File: src/rtl/cls_pkg.sv
// ----------------------------------------------------------------------------
// cls_pkg
// types, register indexes, step and status codes shared by the clamp
// lock sequencer files
// ----------------------------------------------------------------------------
package cls_pkg;

  localparam int CFG_W  = 12;
  localparam int ADDR_W = 4;
  localparam int TICK_W = 13;
  localparam int STEP_W = 3;

  // register indexes
  localparam logic [ADDR_W-1:0] REG_UNLOCK_DELAY  = 4'd0;
  localparam logic [ADDR_W-1:0] REG_CLOSE_TIMEOUT = 4'd1;
  localparam logic [ADDR_W-1:0] REG_CLOSE_SETTLE  = 4'd2;
  localparam logic [ADDR_W-1:0] REG_OPEN_SETTLE   = 4'd3;

  // register reset values
  localparam logic [CFG_W-1:0] UNLOCK_DELAY_RST  = 12'd20;
  localparam logic [CFG_W-1:0] CLOSE_TIMEOUT_RST = 12'd250;
  localparam logic [CFG_W-1:0] CLOSE_SETTLE_RST  = 12'd20;
  localparam logic [CFG_W-1:0] OPEN_SETTLE_RST   = 12'd40;

  // sequencer steps
  localparam logic [STEP_W-1:0] STEP_IDLE   = 3'd0;
  localparam logic [STEP_W-1:0] STEP_UNLOCK = 3'd1;
  localparam logic [STEP_W-1:0] STEP_MOVE   = 3'd2;
  localparam logic [STEP_W-1:0] STEP_WAIT   = 3'd3;
  localparam logic [STEP_W-1:0] STEP_SETTLE = 3'd4;

  // status codes
  localparam logic [1:0] ST_RUNNING   = 2'd0;
  localparam logic [1:0] ST_CLOSE_OK  = 2'd1;
  localparam logic [1:0] ST_CLOSE_BAD = 2'd2;
  localparam logic [1:0] ST_OPEN_OK   = 2'd3;

  typedef struct packed {
    logic want_closed;
    logic sensor_closed;
  } in_t;

  typedef struct packed {
    logic [1:0] status;
    logic       servo_unlocked;
    logic       valve_on;
  } out_t;

  typedef struct packed {
    logic [ADDR_W-1:0] addr;
    logic [CFG_W-1:0]  wdata;
  } cfg_wr_t;

  typedef struct packed {
    logic [CFG_W-1:0] unlock_delay;
    logic [CFG_W-1:0] close_timeout;
    logic [CFG_W-1:0] close_settle;
    logic [CFG_W-1:0] open_settle;
  } cfg_t;

endpackage

File: src/rtl/cls_chan_if.sv
// ----------------------------------------------------------------------------
// cls_chan_if
// valid/ready channel carrying one payload per transfer
// ----------------------------------------------------------------------------
interface cls_chan_if #(parameter type payload_t = logic);

  logic     valid;
  logic     ready;
  payload_t data;

  modport source (output valid, output data, input ready);
  modport sink   (input valid, input data, output ready);

endinterface

File: src/rtl/cls_cfg_regs.sv
// ----------------------------------------------------------------------------
// cls_cfg_regs
// timing registers of the clamp lock sequencer, written over the config
// channel; writes to unknown indexes are dropped
// ----------------------------------------------------------------------------
module cls_cfg_regs (
  input  logic         clk,
  input  logic         rst,
  cls_chan_if.sink     cfg,
  output cls_pkg::cfg_t regs
);

  assign cfg.ready = 1'b1;

  always_ff @(posedge clk) begin
    if (rst) begin
      regs.unlock_delay  <= cls_pkg::UNLOCK_DELAY_RST;
      regs.close_timeout <= cls_pkg::CLOSE_TIMEOUT_RST;
      regs.close_settle  <= cls_pkg::CLOSE_SETTLE_RST;
      regs.open_settle   <= cls_pkg::OPEN_SETTLE_RST;
    end else if (cfg.valid) begin
      case (cfg.data.addr)
        cls_pkg::REG_UNLOCK_DELAY:  regs.unlock_delay  <= cfg.data.wdata;
        cls_pkg::REG_CLOSE_TIMEOUT: regs.close_timeout <= cfg.data.wdata;
        cls_pkg::REG_CLOSE_SETTLE:  regs.close_settle  <= cfg.data.wdata;
        cls_pkg::REG_OPEN_SETTLE:   regs.open_settle   <= cfg.data.wdata;
        default: ;
      endcase
    end
  end

endmodule

File: src/rtl/clamp_lock_sequencer.sv
// ----------------------------------------------------------------------------
// clamp_lock_sequencer
// pneumatic clamp sequencer with servo lock, one control tick per transfer
// result path: the input transfer lands in the input register, then the state
//   update writes the result register
// throughput: one tick per cycle while the result sink does not stall
// reset: synchronous rst clears state to idle, open, servo locked, valve off,
//   and loads the timing registers with their defaults
// ----------------------------------------------------------------------------
module clamp_lock_sequencer (
  input  logic       clk,
  input  logic       rst,
  cls_chan_if.sink   in_ch,
  cls_chan_if.source out_ch,
  cls_chan_if.sink   cfg
);

  cls_pkg::cfg_t regs;

  cls_cfg_regs u_cfg (
    .clk  (clk),
    .rst  (rst),
    .cfg  (cfg),
    .regs (regs)
  );

  // input register
  logic         s1_valid;
  cls_pkg::in_t s1_data;
  logic         advance;

  // sequencer state
  logic                        latched_dir, latched_dir_next;
  logic [cls_pkg::STEP_W-1:0]  step, step_next;
  logic [cls_pkg::TICK_W-1:0]  tick_count, tick_count_next;
  logic [1:0]                  pending_status, pending_status_next;
  logic [1:0]                  shown_status, shown_status_next;
  logic                        servo_level, servo_level_next;
  logic                        valve_level, valve_level_next;

  // result register
  logic          out_valid;
  cls_pkg::out_t out_data;

  logic                       dir;
  logic [cls_pkg::CFG_W-1:0]  limit;
  logic [cls_pkg::TICK_W-1:0] tc_inc;
  logic                       wait_over;
  logic                       unlock_set;

  assign advance      = s1_valid && (!out_valid || out_ch.ready);
  assign in_ch.ready  = !s1_valid || advance;
  assign out_ch.valid = out_valid;
  assign out_ch.data  = out_data;

  always_ff @(posedge clk) begin
    if (rst) begin
      s1_valid <= 1'b0;
    end else if (in_ch.valid && in_ch.ready) begin
      s1_valid <= 1'b1;
    end else if (advance) begin
      s1_valid <= 1'b0;
    end
  end

  always_ff @(posedge clk) begin
    if (in_ch.valid && in_ch.ready) begin
      s1_data <= in_ch.data;
    end
  end

  // next-state logic
  always_comb begin
    dir = (step == cls_pkg::STEP_IDLE) ? s1_data.want_closed : latched_dir;

    case (step)
      cls_pkg::STEP_UNLOCK: limit = regs.unlock_delay;
      cls_pkg::STEP_WAIT:   limit = dir ? regs.close_timeout : regs.open_settle;
      cls_pkg::STEP_SETTLE: limit = regs.close_settle;
      default:              limit = regs.unlock_delay;
    endcase

    tc_inc     = tick_count + 13'd1;
    wait_over  = tc_inc > {1'b0, limit};
    unlock_set = (!wait_over && tc_inc == 13'd1) ||
                 (wait_over && regs.unlock_delay == '0);

    latched_dir_next    = dir;
    step_next           = step;
    tick_count_next     = tick_count;
    pending_status_next = pending_status;
    shown_status_next   = shown_status;
    servo_level_next    = servo_level;
    valve_level_next    = valve_level;

    if (dir) begin
      case (step)
        cls_pkg::STEP_IDLE: begin
          if (s1_data.sensor_closed) begin
            shown_status_next = cls_pkg::ST_CLOSE_OK;
          end else begin
            shown_status_next = cls_pkg::ST_RUNNING;
            tick_count_next   = '0;
            step_next         = cls_pkg::STEP_UNLOCK;
          end
        end
        cls_pkg::STEP_UNLOCK: begin
          tick_count_next = wait_over ? '0 : tc_inc;
          if (unlock_set) servo_level_next = 1'b1;
          if (wait_over) step_next = cls_pkg::STEP_MOVE;
        end
        cls_pkg::STEP_MOVE: begin
          valve_level_next = 1'b1;
          step_next        = cls_pkg::STEP_WAIT;
        end
        cls_pkg::STEP_WAIT: begin
          if (s1_data.sensor_closed) begin
            tick_count_next     = '0;
            pending_status_next = cls_pkg::ST_CLOSE_OK;
            step_next           = cls_pkg::STEP_SETTLE;
          end else begin
            tick_count_next = wait_over ? '0 : tc_inc;
            if (wait_over) begin
              valve_level_next    = 1'b0;
              pending_status_next = cls_pkg::ST_CLOSE_BAD;
              step_next           = cls_pkg::STEP_SETTLE;
            end
          end
        end
        cls_pkg::STEP_SETTLE: begin
          tick_count_next = wait_over ? '0 : tc_inc;
          if (wait_over) begin
            servo_level_next  = 1'b0;
            step_next         = cls_pkg::STEP_IDLE;
            shown_status_next = pending_status;
          end
        end
        default: step_next = cls_pkg::STEP_IDLE;
      endcase
    end else begin
      case (step)
        cls_pkg::STEP_IDLE: begin
          if (!s1_data.sensor_closed) begin
            servo_level_next  = 1'b0;
            shown_status_next = cls_pkg::ST_OPEN_OK;
          end else begin
            shown_status_next = cls_pkg::ST_RUNNING;
            tick_count_next   = '0;
            step_next         = cls_pkg::STEP_UNLOCK;
          end
        end
        cls_pkg::STEP_UNLOCK: begin
          tick_count_next = wait_over ? '0 : tc_inc;
          if (unlock_set) servo_level_next = 1'b1;
          if (wait_over) step_next = cls_pkg::STEP_MOVE;
        end
        cls_pkg::STEP_MOVE: begin
          valve_level_next = 1'b0;
          step_next        = cls_pkg::STEP_WAIT;
        end
        cls_pkg::STEP_WAIT: begin
          tick_count_next = wait_over ? '0 : tc_inc;
          if (wait_over) begin
            servo_level_next  = 1'b0;
            step_next         = cls_pkg::STEP_IDLE;
            shown_status_next = cls_pkg::ST_OPEN_OK;
          end
        end
        default: step_next = cls_pkg::STEP_IDLE;
      endcase
    end
  end

  always_ff @(posedge clk) begin
    if (rst) begin
      latched_dir    <= 1'b0;
      step           <= cls_pkg::STEP_IDLE;
      tick_count     <= '0;
      pending_status <= cls_pkg::ST_RUNNING;
      shown_status   <= cls_pkg::ST_RUNNING;
      servo_level    <= 1'b0;
      valve_level    <= 1'b0;
    end else if (advance) begin
      latched_dir    <= latched_dir_next;
      step           <= step_next;
      tick_count     <= tick_count_next;
      pending_status <= pending_status_next;
      shown_status   <= shown_status_next;
      servo_level    <= servo_level_next;
      valve_level    <= valve_level_next;
    end
  end

  always_ff @(posedge clk) begin
    if (rst) begin
      out_valid <= 1'b0;
    end else if (advance) begin
      out_valid <= 1'b1;
    end else if (out_ch.ready) begin
      out_valid <= 1'b0;
    end
  end

  always_ff @(posedge clk) begin
    if (advance) begin
      out_data.status         <= shown_status_next;
      out_data.servo_unlocked <= servo_level_next;
      out_data.valve_on       <= valve_level_next;
    end
  end

  // checks
  a_idle_count_clear: assert property (@(posedge clk) disable iff (rst)
    step == cls_pkg::STEP_IDLE |-> tick_count == '0)
    else $error("tick count not clear while idle");

  a_status_only_idle: assert property (@(posedge clk) disable iff (rst)
    shown_status != cls_pkg::ST_RUNNING |-> step == cls_pkg::STEP_IDLE)
    else $error("final status shown while sequence running");

  a_step_range: assert property (@(posedge clk) disable iff (rst)
    step <= cls_pkg::STEP_SETTLE)
    else $error("step left its range");

  a_in_captured: assert property (@(posedge clk) disable iff (rst)
    in_ch.valid && in_ch.ready |=> s1_valid)
    else $error("input transfer not held in input register");

endmodule

File: src/flat_wrapper.sv
// flat-port wrapper written by rule: the top's interface ports become plain ports
module clamp_lock_sequencer_flat 
  (clk, rst, in_ch_valid, in_ch_data, in_ch_ready, out_ch_valid, out_ch_data, out_ch_ready, cfg_valid, cfg_data, cfg_ready);
  cls_chan_if #(.payload_t(cls_pkg::in_t)) in_ch_i ();
  cls_chan_if #(.payload_t(cls_pkg::out_t)) out_ch_i ();
  cls_chan_if #(.payload_t(cls_pkg::cfg_wr_t)) cfg_i ();
  input  logic clk;
  input  logic rst;
  input wire logic [$bits(in_ch_i.valid)-1:0] in_ch_valid;
  input wire logic [$bits(in_ch_i.data)-1:0] in_ch_data;
  output wire logic [$bits(in_ch_i.ready)-1:0] in_ch_ready;
  output wire logic [$bits(out_ch_i.valid)-1:0] out_ch_valid;
  output wire logic [$bits(out_ch_i.data)-1:0] out_ch_data;
  input wire logic [$bits(out_ch_i.ready)-1:0] out_ch_ready;
  input wire logic [$bits(cfg_i.valid)-1:0] cfg_valid;
  input wire logic [$bits(cfg_i.data)-1:0] cfg_data;
  output wire logic [$bits(cfg_i.ready)-1:0] cfg_ready;
  assign in_ch_i.valid = in_ch_valid;
  assign in_ch_i.data = in_ch_data;
  assign in_ch_ready = in_ch_i.ready;
  assign out_ch_valid = out_ch_i.valid;
  assign out_ch_data = out_ch_i.data;
  assign out_ch_i.ready = out_ch_ready;
  assign cfg_i.valid = cfg_valid;
  assign cfg_i.data = cfg_data;
  assign cfg_ready = cfg_i.ready;
  clamp_lock_sequencer u_core (.clk(clk), .rst(rst), .in_ch(in_ch_i), .out_ch(out_ch_i), .cfg(cfg_i));
endmodule
File: config.mk
export PLATFORM = sky130hd
export DESIGN_NAME = clamp_lock_sequencer_flat
export DESIGN_NICKNAME = d
export VERILOG_FILES = /design/src/rtl/cls_pkg.sv /design/src/rtl/cls_chan_if.sv /design/src/rtl/cls_cfg_regs.sv /design/src/rtl/clamp_lock_sequencer.sv /design/src/flat_wrapper.sv
export SDC_FILE = /design/constraint.sdc
export NUM_CORES = 1
export LEC_CHECK = 0
export ABC_AREA = 1
export BUFFER_PORTS_ARGS = -buffer_cell sky130_fd_sc_hd__buf_2
export CAP_MARGIN = 5
export CORE_ASPECT_RATIO = 1.5
export CORE_MARGIN = 2
export CORE_UTILIZATION = 55
export DETAILED_ROUTE_END_ITERATION = 8
export GPL_TIMING_DRIVEN = 0
export HOLD_SLACK_MARGIN = 0.08
export PLACE_DENSITY = 0.76
export SLEW_MARGIN = 10
export SYNTH_ARGS = -nofsm -noshare
export SYNTH_HDL_FRONTEND = slang
export SYNTH_HIERARCHICAL = 1
export SYNTH_SLANG_ARGS = --single-unit
File: constraint.sdc
create_clock -name clk -period 3.08 [get_ports clk]
set_input_delay 0.154 -clock clk [delete_from_list [all_inputs] [get_ports clk]]
set_output_delay 0.154 -clock clk [all_outputs]
set_load 0.05 [all_outputs]
==> metrics.log <==
[metrics] type of the worst setup path: reg2reg
[metrics] commonest cells after routing, fill and taps aside: sky130_fd_sc_hd__nand2_1, sky130_fd_sc_hd__inv_1, sky130_fd_sc_hd__nor2_1
[metrics] area added between synthesis and finish: 22.3%
[metrics] clock latency of the later-clocked register in the worst-skew pair: ~0.35 ns
[metrics] total core area: ~0.0085 mm2
[metrics] EDFF count, synth: 6
[metrics] clock tree root buffer cell: sky130_fd_sc_hd__clkbuf_16
[metrics] maximum capacitance violations: 0
[metrics] DPL Wire Length: 10.1 mm
[metrics] Worst Slack Setup Final: -0.0672 ns
[metrics] largest fanout on the critical path: 6
[metrics] Antenna Violating Nets Remaining: 0
[metrics] clock-pin transition on the worst setup and hold timing paths: 0.06 ns
[metrics] pwr/cell area: roughly 460 mW/mm2
[metrics] cts bufs inserted: 9
[metrics] boundary pin count: 30
[metrics] required time of the critical path: 3.19 ns
[metrics] Port Buffers: 28
[metrics] FMAX: approximately 320 MHz
[metrics] pin count of the biggest net entering global routing: 17
[metrics] reg2reg start: u_core/step[0]$_SDFFE_PP0P_
[metrics] critical hold path startpoint: in_ch_valid
[metrics] CP Launch Type: flop
[metrics] final antenna diode count: 0
[metrics] synth warn: 6
[metrics] Final Hold Vio Count: 0
[metrics] number of antenna violations at the first check in global routing: 0
[metrics] floorplan row count: around 40
[metrics] global-route total usage across every layer: between 20 and 30%
[metrics] leakage dissipation: 2.79 nW
[metrics] path type of the worst min-delay path: in2reg
[metrics] Post-Place Cells: between 800 and 900
[metrics] filler cell count in the final layout: ~700
[metrics] multi-input combinational cell area: ~0.0027 mm2
[metrics] CTS tree: done
[metrics] count of mapped cells out of synthesis: about 740
[metrics] routed vias: ~5000
[metrics] XOR/XNOR Fraction of Synth Area: less than 1%
[metrics] Critical Path Source: u_core/step[0]$_SDFFE_PP0P_
[metrics] wire per inst: around 16 um
[metrics] number of design-rule violations left by the first detailed-router iteration: ~440
[metrics] violations in the final reports: setup timing
[metrics] IR drop worst, VDD: slightly below 0.3 mV
[metrics] number of nets in the synthesized netlist: about 770
[metrics] Die Ht: about 120 um
[metrics] Starting Density: 56.9%
[metrics] overall power consumption: between 2 and 3 mW
[metrics] Compound-Gate Fraction of Synth Area: a little under a tenth
[metrics] fraction of final layout cells sized beyond drive strength 1: between 20% and 30%
[metrics] total of flip-flops plus latches after synthesis: between 70 and 80
[metrics] average cell area after synthesis: roughly 6.5 um2
[metrics] most used flip-flop cell after synthesis: sky130_fd_sc_hd__dfxtp_1
[metrics] accumulated negative setup slack: -0.218 ns
[metrics] ratio of routed vias to standard cells: 5.54
[metrics] Final Non-Filler Cells: roughly 910
[metrics] setup repair after global routing missed its margin: true
[metrics] Max transition margin: between 60 and 70%
[metrics] global-route wire length before repair: roughly 22 mm
[metrics] nets: 836
[metrics] final-report setup violation count: 9
[metrics] arrival time of data at the critical path endpoint: 3.26 ns
[metrics] drt drc: 0
[metrics] Max Transition Viols Final: 0
[metrics] Post-Route Skew: 0.00820 ns
[metrics] number of global-route vias before repair: around 4600
[metrics] share of synthesized area occupied by flip-flops and latches: between 30 and 40%
[metrics] most common cell after layout, fill and taps aside: sky130_fd_sc_hd__nand2_1
[metrics] Crit. End Element: flop
[metrics] Post-Syn Area: 0.00482 mm2
[metrics] final critical path time including I/O delays and setup: around 3.1 ns
[metrics] number of iterations in the first detailed-routing pass: 6
[metrics] full die area: about 0.0095 mm2
[metrics] total congestion overflow after global routing: 0
[metrics] Period Utilization, post-route: 102%
[metrics] width of the die: a little over 80 um
[metrics] Least-Margin Pin Slew: 0.569 ns
[metrics] simple-gate share of the synthesized area: roughly 37%
[metrics] post-detailed-routing wire length: around 14 mm
[metrics] H-tree levels: 3
[metrics] combinational family with the most area after synthesis: simple AND/OR/NAND/NOR gates
[metrics] status: finished, violations left
[metrics] CTS max path bufs: 2
[metrics] fraction of registers with async set or reset after synthesis: 0%
[metrics] post-synthesis cell type count: 38
[metrics] adder-cell share of the synthesized area: approximately 3.6%
[metrics] multiplexer area fraction after synthesis: 0%
[metrics] Reg area: 0.00165 mm2
[metrics] number of sinks handled by clock tree synthesis: 79
[metrics] RePlAce Congestion: 1.00
final timing paths:
kind	slack, ns	endpoint	cells after the start
worst max-delay path	-0.07	u_core/out_ch.data[1]$_DFFE_PP_	22
worst max register to register	-0.07	u_core/out_ch.data[1]$_DFFE_PP_	22
worst min-delay path	0.09	u_core/s1_valid$_SDFFE_PP0P_	3
worst min register to register	0.47	u_core/u_cfg/regs[3]$_SDFFE_PP1P_	2
per-layer routing:
layer  track usage (%)  up-vias  wire length (um)
met3              5.19       70               858
met4              19.0        0               997
met5                 0        -                 0
met2              51.6      239              7210
li1                  -     2480                 -
met1              31.4     2254              5300
layout make-up:
class	instances	area share, %
plain buffers	35	4.67
clock buffers	9	3.82
clock inverters	7	1.10
inverters	134	8.79
multi-input cells	489	45.7
flip-flops and latches	79	27.9
well taps	107	2.27
repair buffers	51	5.71
critical path: stages, from the launching register on:
cell                       delay (ns)
sky130_fd_sc_hd__dfxtp_4         0.36
sky130_fd_sc_hd__nor2_4          0.15
sky130_fd_sc_hd__inv_4           0.07
sky130_fd_sc_hd__nor2_4          0.13
sky130_fd_sc_hd__nand2_1         0.08
sky130_fd_sc_hd__nand2_2         0.10
sky130_fd_sc_hd__buf_6           0.14
sky130_fd_sc_hd__buf_4           0.15
sky130_fd_sc_hd__nor2_1          0.05
sky130_fd_sc_hd__nor3_2          0.35
sky130_fd_sc_hd__a221oi_2        0.08
sky130_fd_sc_hd__ha_1            0.33
sky130_fd_sc_hd__inv_1           0.04
sky130_fd_sc_hd__o21bai_1        0.20
sky130_fd_sc_hd__nor2_2          0.08
sky130_fd_sc_hd__nand2_4         0.14
sky130_fd_sc_hd__nand2_4         0.09
sky130_fd_sc_hd__nand2_2         0.08
sky130_fd_sc_hd__nand2_1         0.06
sky130_fd_sc_hd__nand2_1         0.07
sky130_fd_sc_hd__nand2_1         0.06
sky130_fd_sc_hd__nand2_2         0.06
sky130_fd_sc_hd__inv_1           0.03
cell families after synthesis:
logic type	Yosys count
simple gates	399
flops	79
other cells	1
compound gates	71
xor+xnor	3
buf+inv	169
fa+ha+maj	14
sequential cells by signal (all words and copies together) (netlist names):
signal	count
u_core/latched_dir	1
u_core/out_ch.valid	1
u_core/out_ch.data	4
u_core/u_cfg/regs	48
u_core/shown_status	2
u_core/valve_level	1
u_core/s1_data	2
u_core/s1_valid	1
u_core/servo_level	1
u_core/step	3
u_core/pending_status	2
u_core/tick_count	13
per-stage QoR:
stage	setup slack (ns)	hold WS, ns	util, %	area, um2
floorplan	0.220	0.253	-	4820
global route	-0.199	0.105	69.7	5900
global placement	-0.439	0.336	60.2	5090
CTS	0.00541	0.0846	65.6	5560
finish	-0.0672	0.0853	69.7	5900
detailed placement	-0.497	0.337	60.2	5090
power by group:
part	total, mW	internal (mW)	switching, mW
Combinational	0.580	0.221	0.358
Sequential	1.09	1.07	0.0242
Clock	1.04	0.563	0.473
Total	2.71	1.85	0.856
synthesized netlist by cell type, types with 2 or more instances:
cell type	count	share of area, %
sky130_fd_sc_hd__nand2_1	184	14
sky130_fd_sc_hd__inv_1	126	9.8
sky130_fd_sc_hd__nor2_1	95	7.4
sky130_fd_sc_hd__dfxtp_1	73	30
sky130_fd_sc_hd__nand4_1	53	6.9
sky130_fd_sc_hd__nand3_1	39	4.0
sky130_fd_sc_hd__a21oi_1	25	2.6
sky130_fd_sc_hd__o21ai_0	22	2.3
sky130_fd_sc_hd__ha_1	14	3.6
sky130_fd_sc_hd__a221oi_1	11	2.0
sky130_fd_sc_hd__buf_2	10	1.0
sky130_fd_sc_hd__buf_6	9	2.1
sky130_fd_sc_hd__clkbuf_1	7	0.55
sky130_fd_sc_hd__edfxtp_1	6	3.7
sky130_fd_sc_hd__inv_2	6	0.47
sky130_fd_sc_hd__nor2_2	6	0.78
sky130_fd_sc_hd__nor3_1	6	0.62
sky130_fd_sc_hd__buf_1	5	0.39
sky130_fd_sc_hd__buf_4	4	0.62
sky130_fd_sc_hd__nand2_2	4	0.52
sky130_fd_sc_hd__nand3_2	3	0.62
sky130_fd_sc_hd__nor4_1	3	0.39
sky130_fd_sc_hd__o21bai_1	3	0.47
sky130_fd_sc_hd__xor2_1	3	0.55
sky130_fd_sc_hd__a211oi_1	2	0.31
sky130_fd_sc_hd__nand3_4	2	0.73
sky130_fd_sc_hd__nor2_4	2	0.47
sky130_fd_sc_hd__o21a_1	2	0.31
sky130_fd_sc_hd__o22ai_1	2	0.26
repair_timing:
action | CTS | global route
hold buffers | 2 | 0
endpoints found under the hold margin | 2 | 0
gates resized for setup | 39 | 55
pin swaps | 11 | 27
cloned | 1 | 3
buffers inserted | 3 | 15
endpoints found under the setup margin | 25 | 24
No activity file was read; power rests on OpenSTA's default activity.
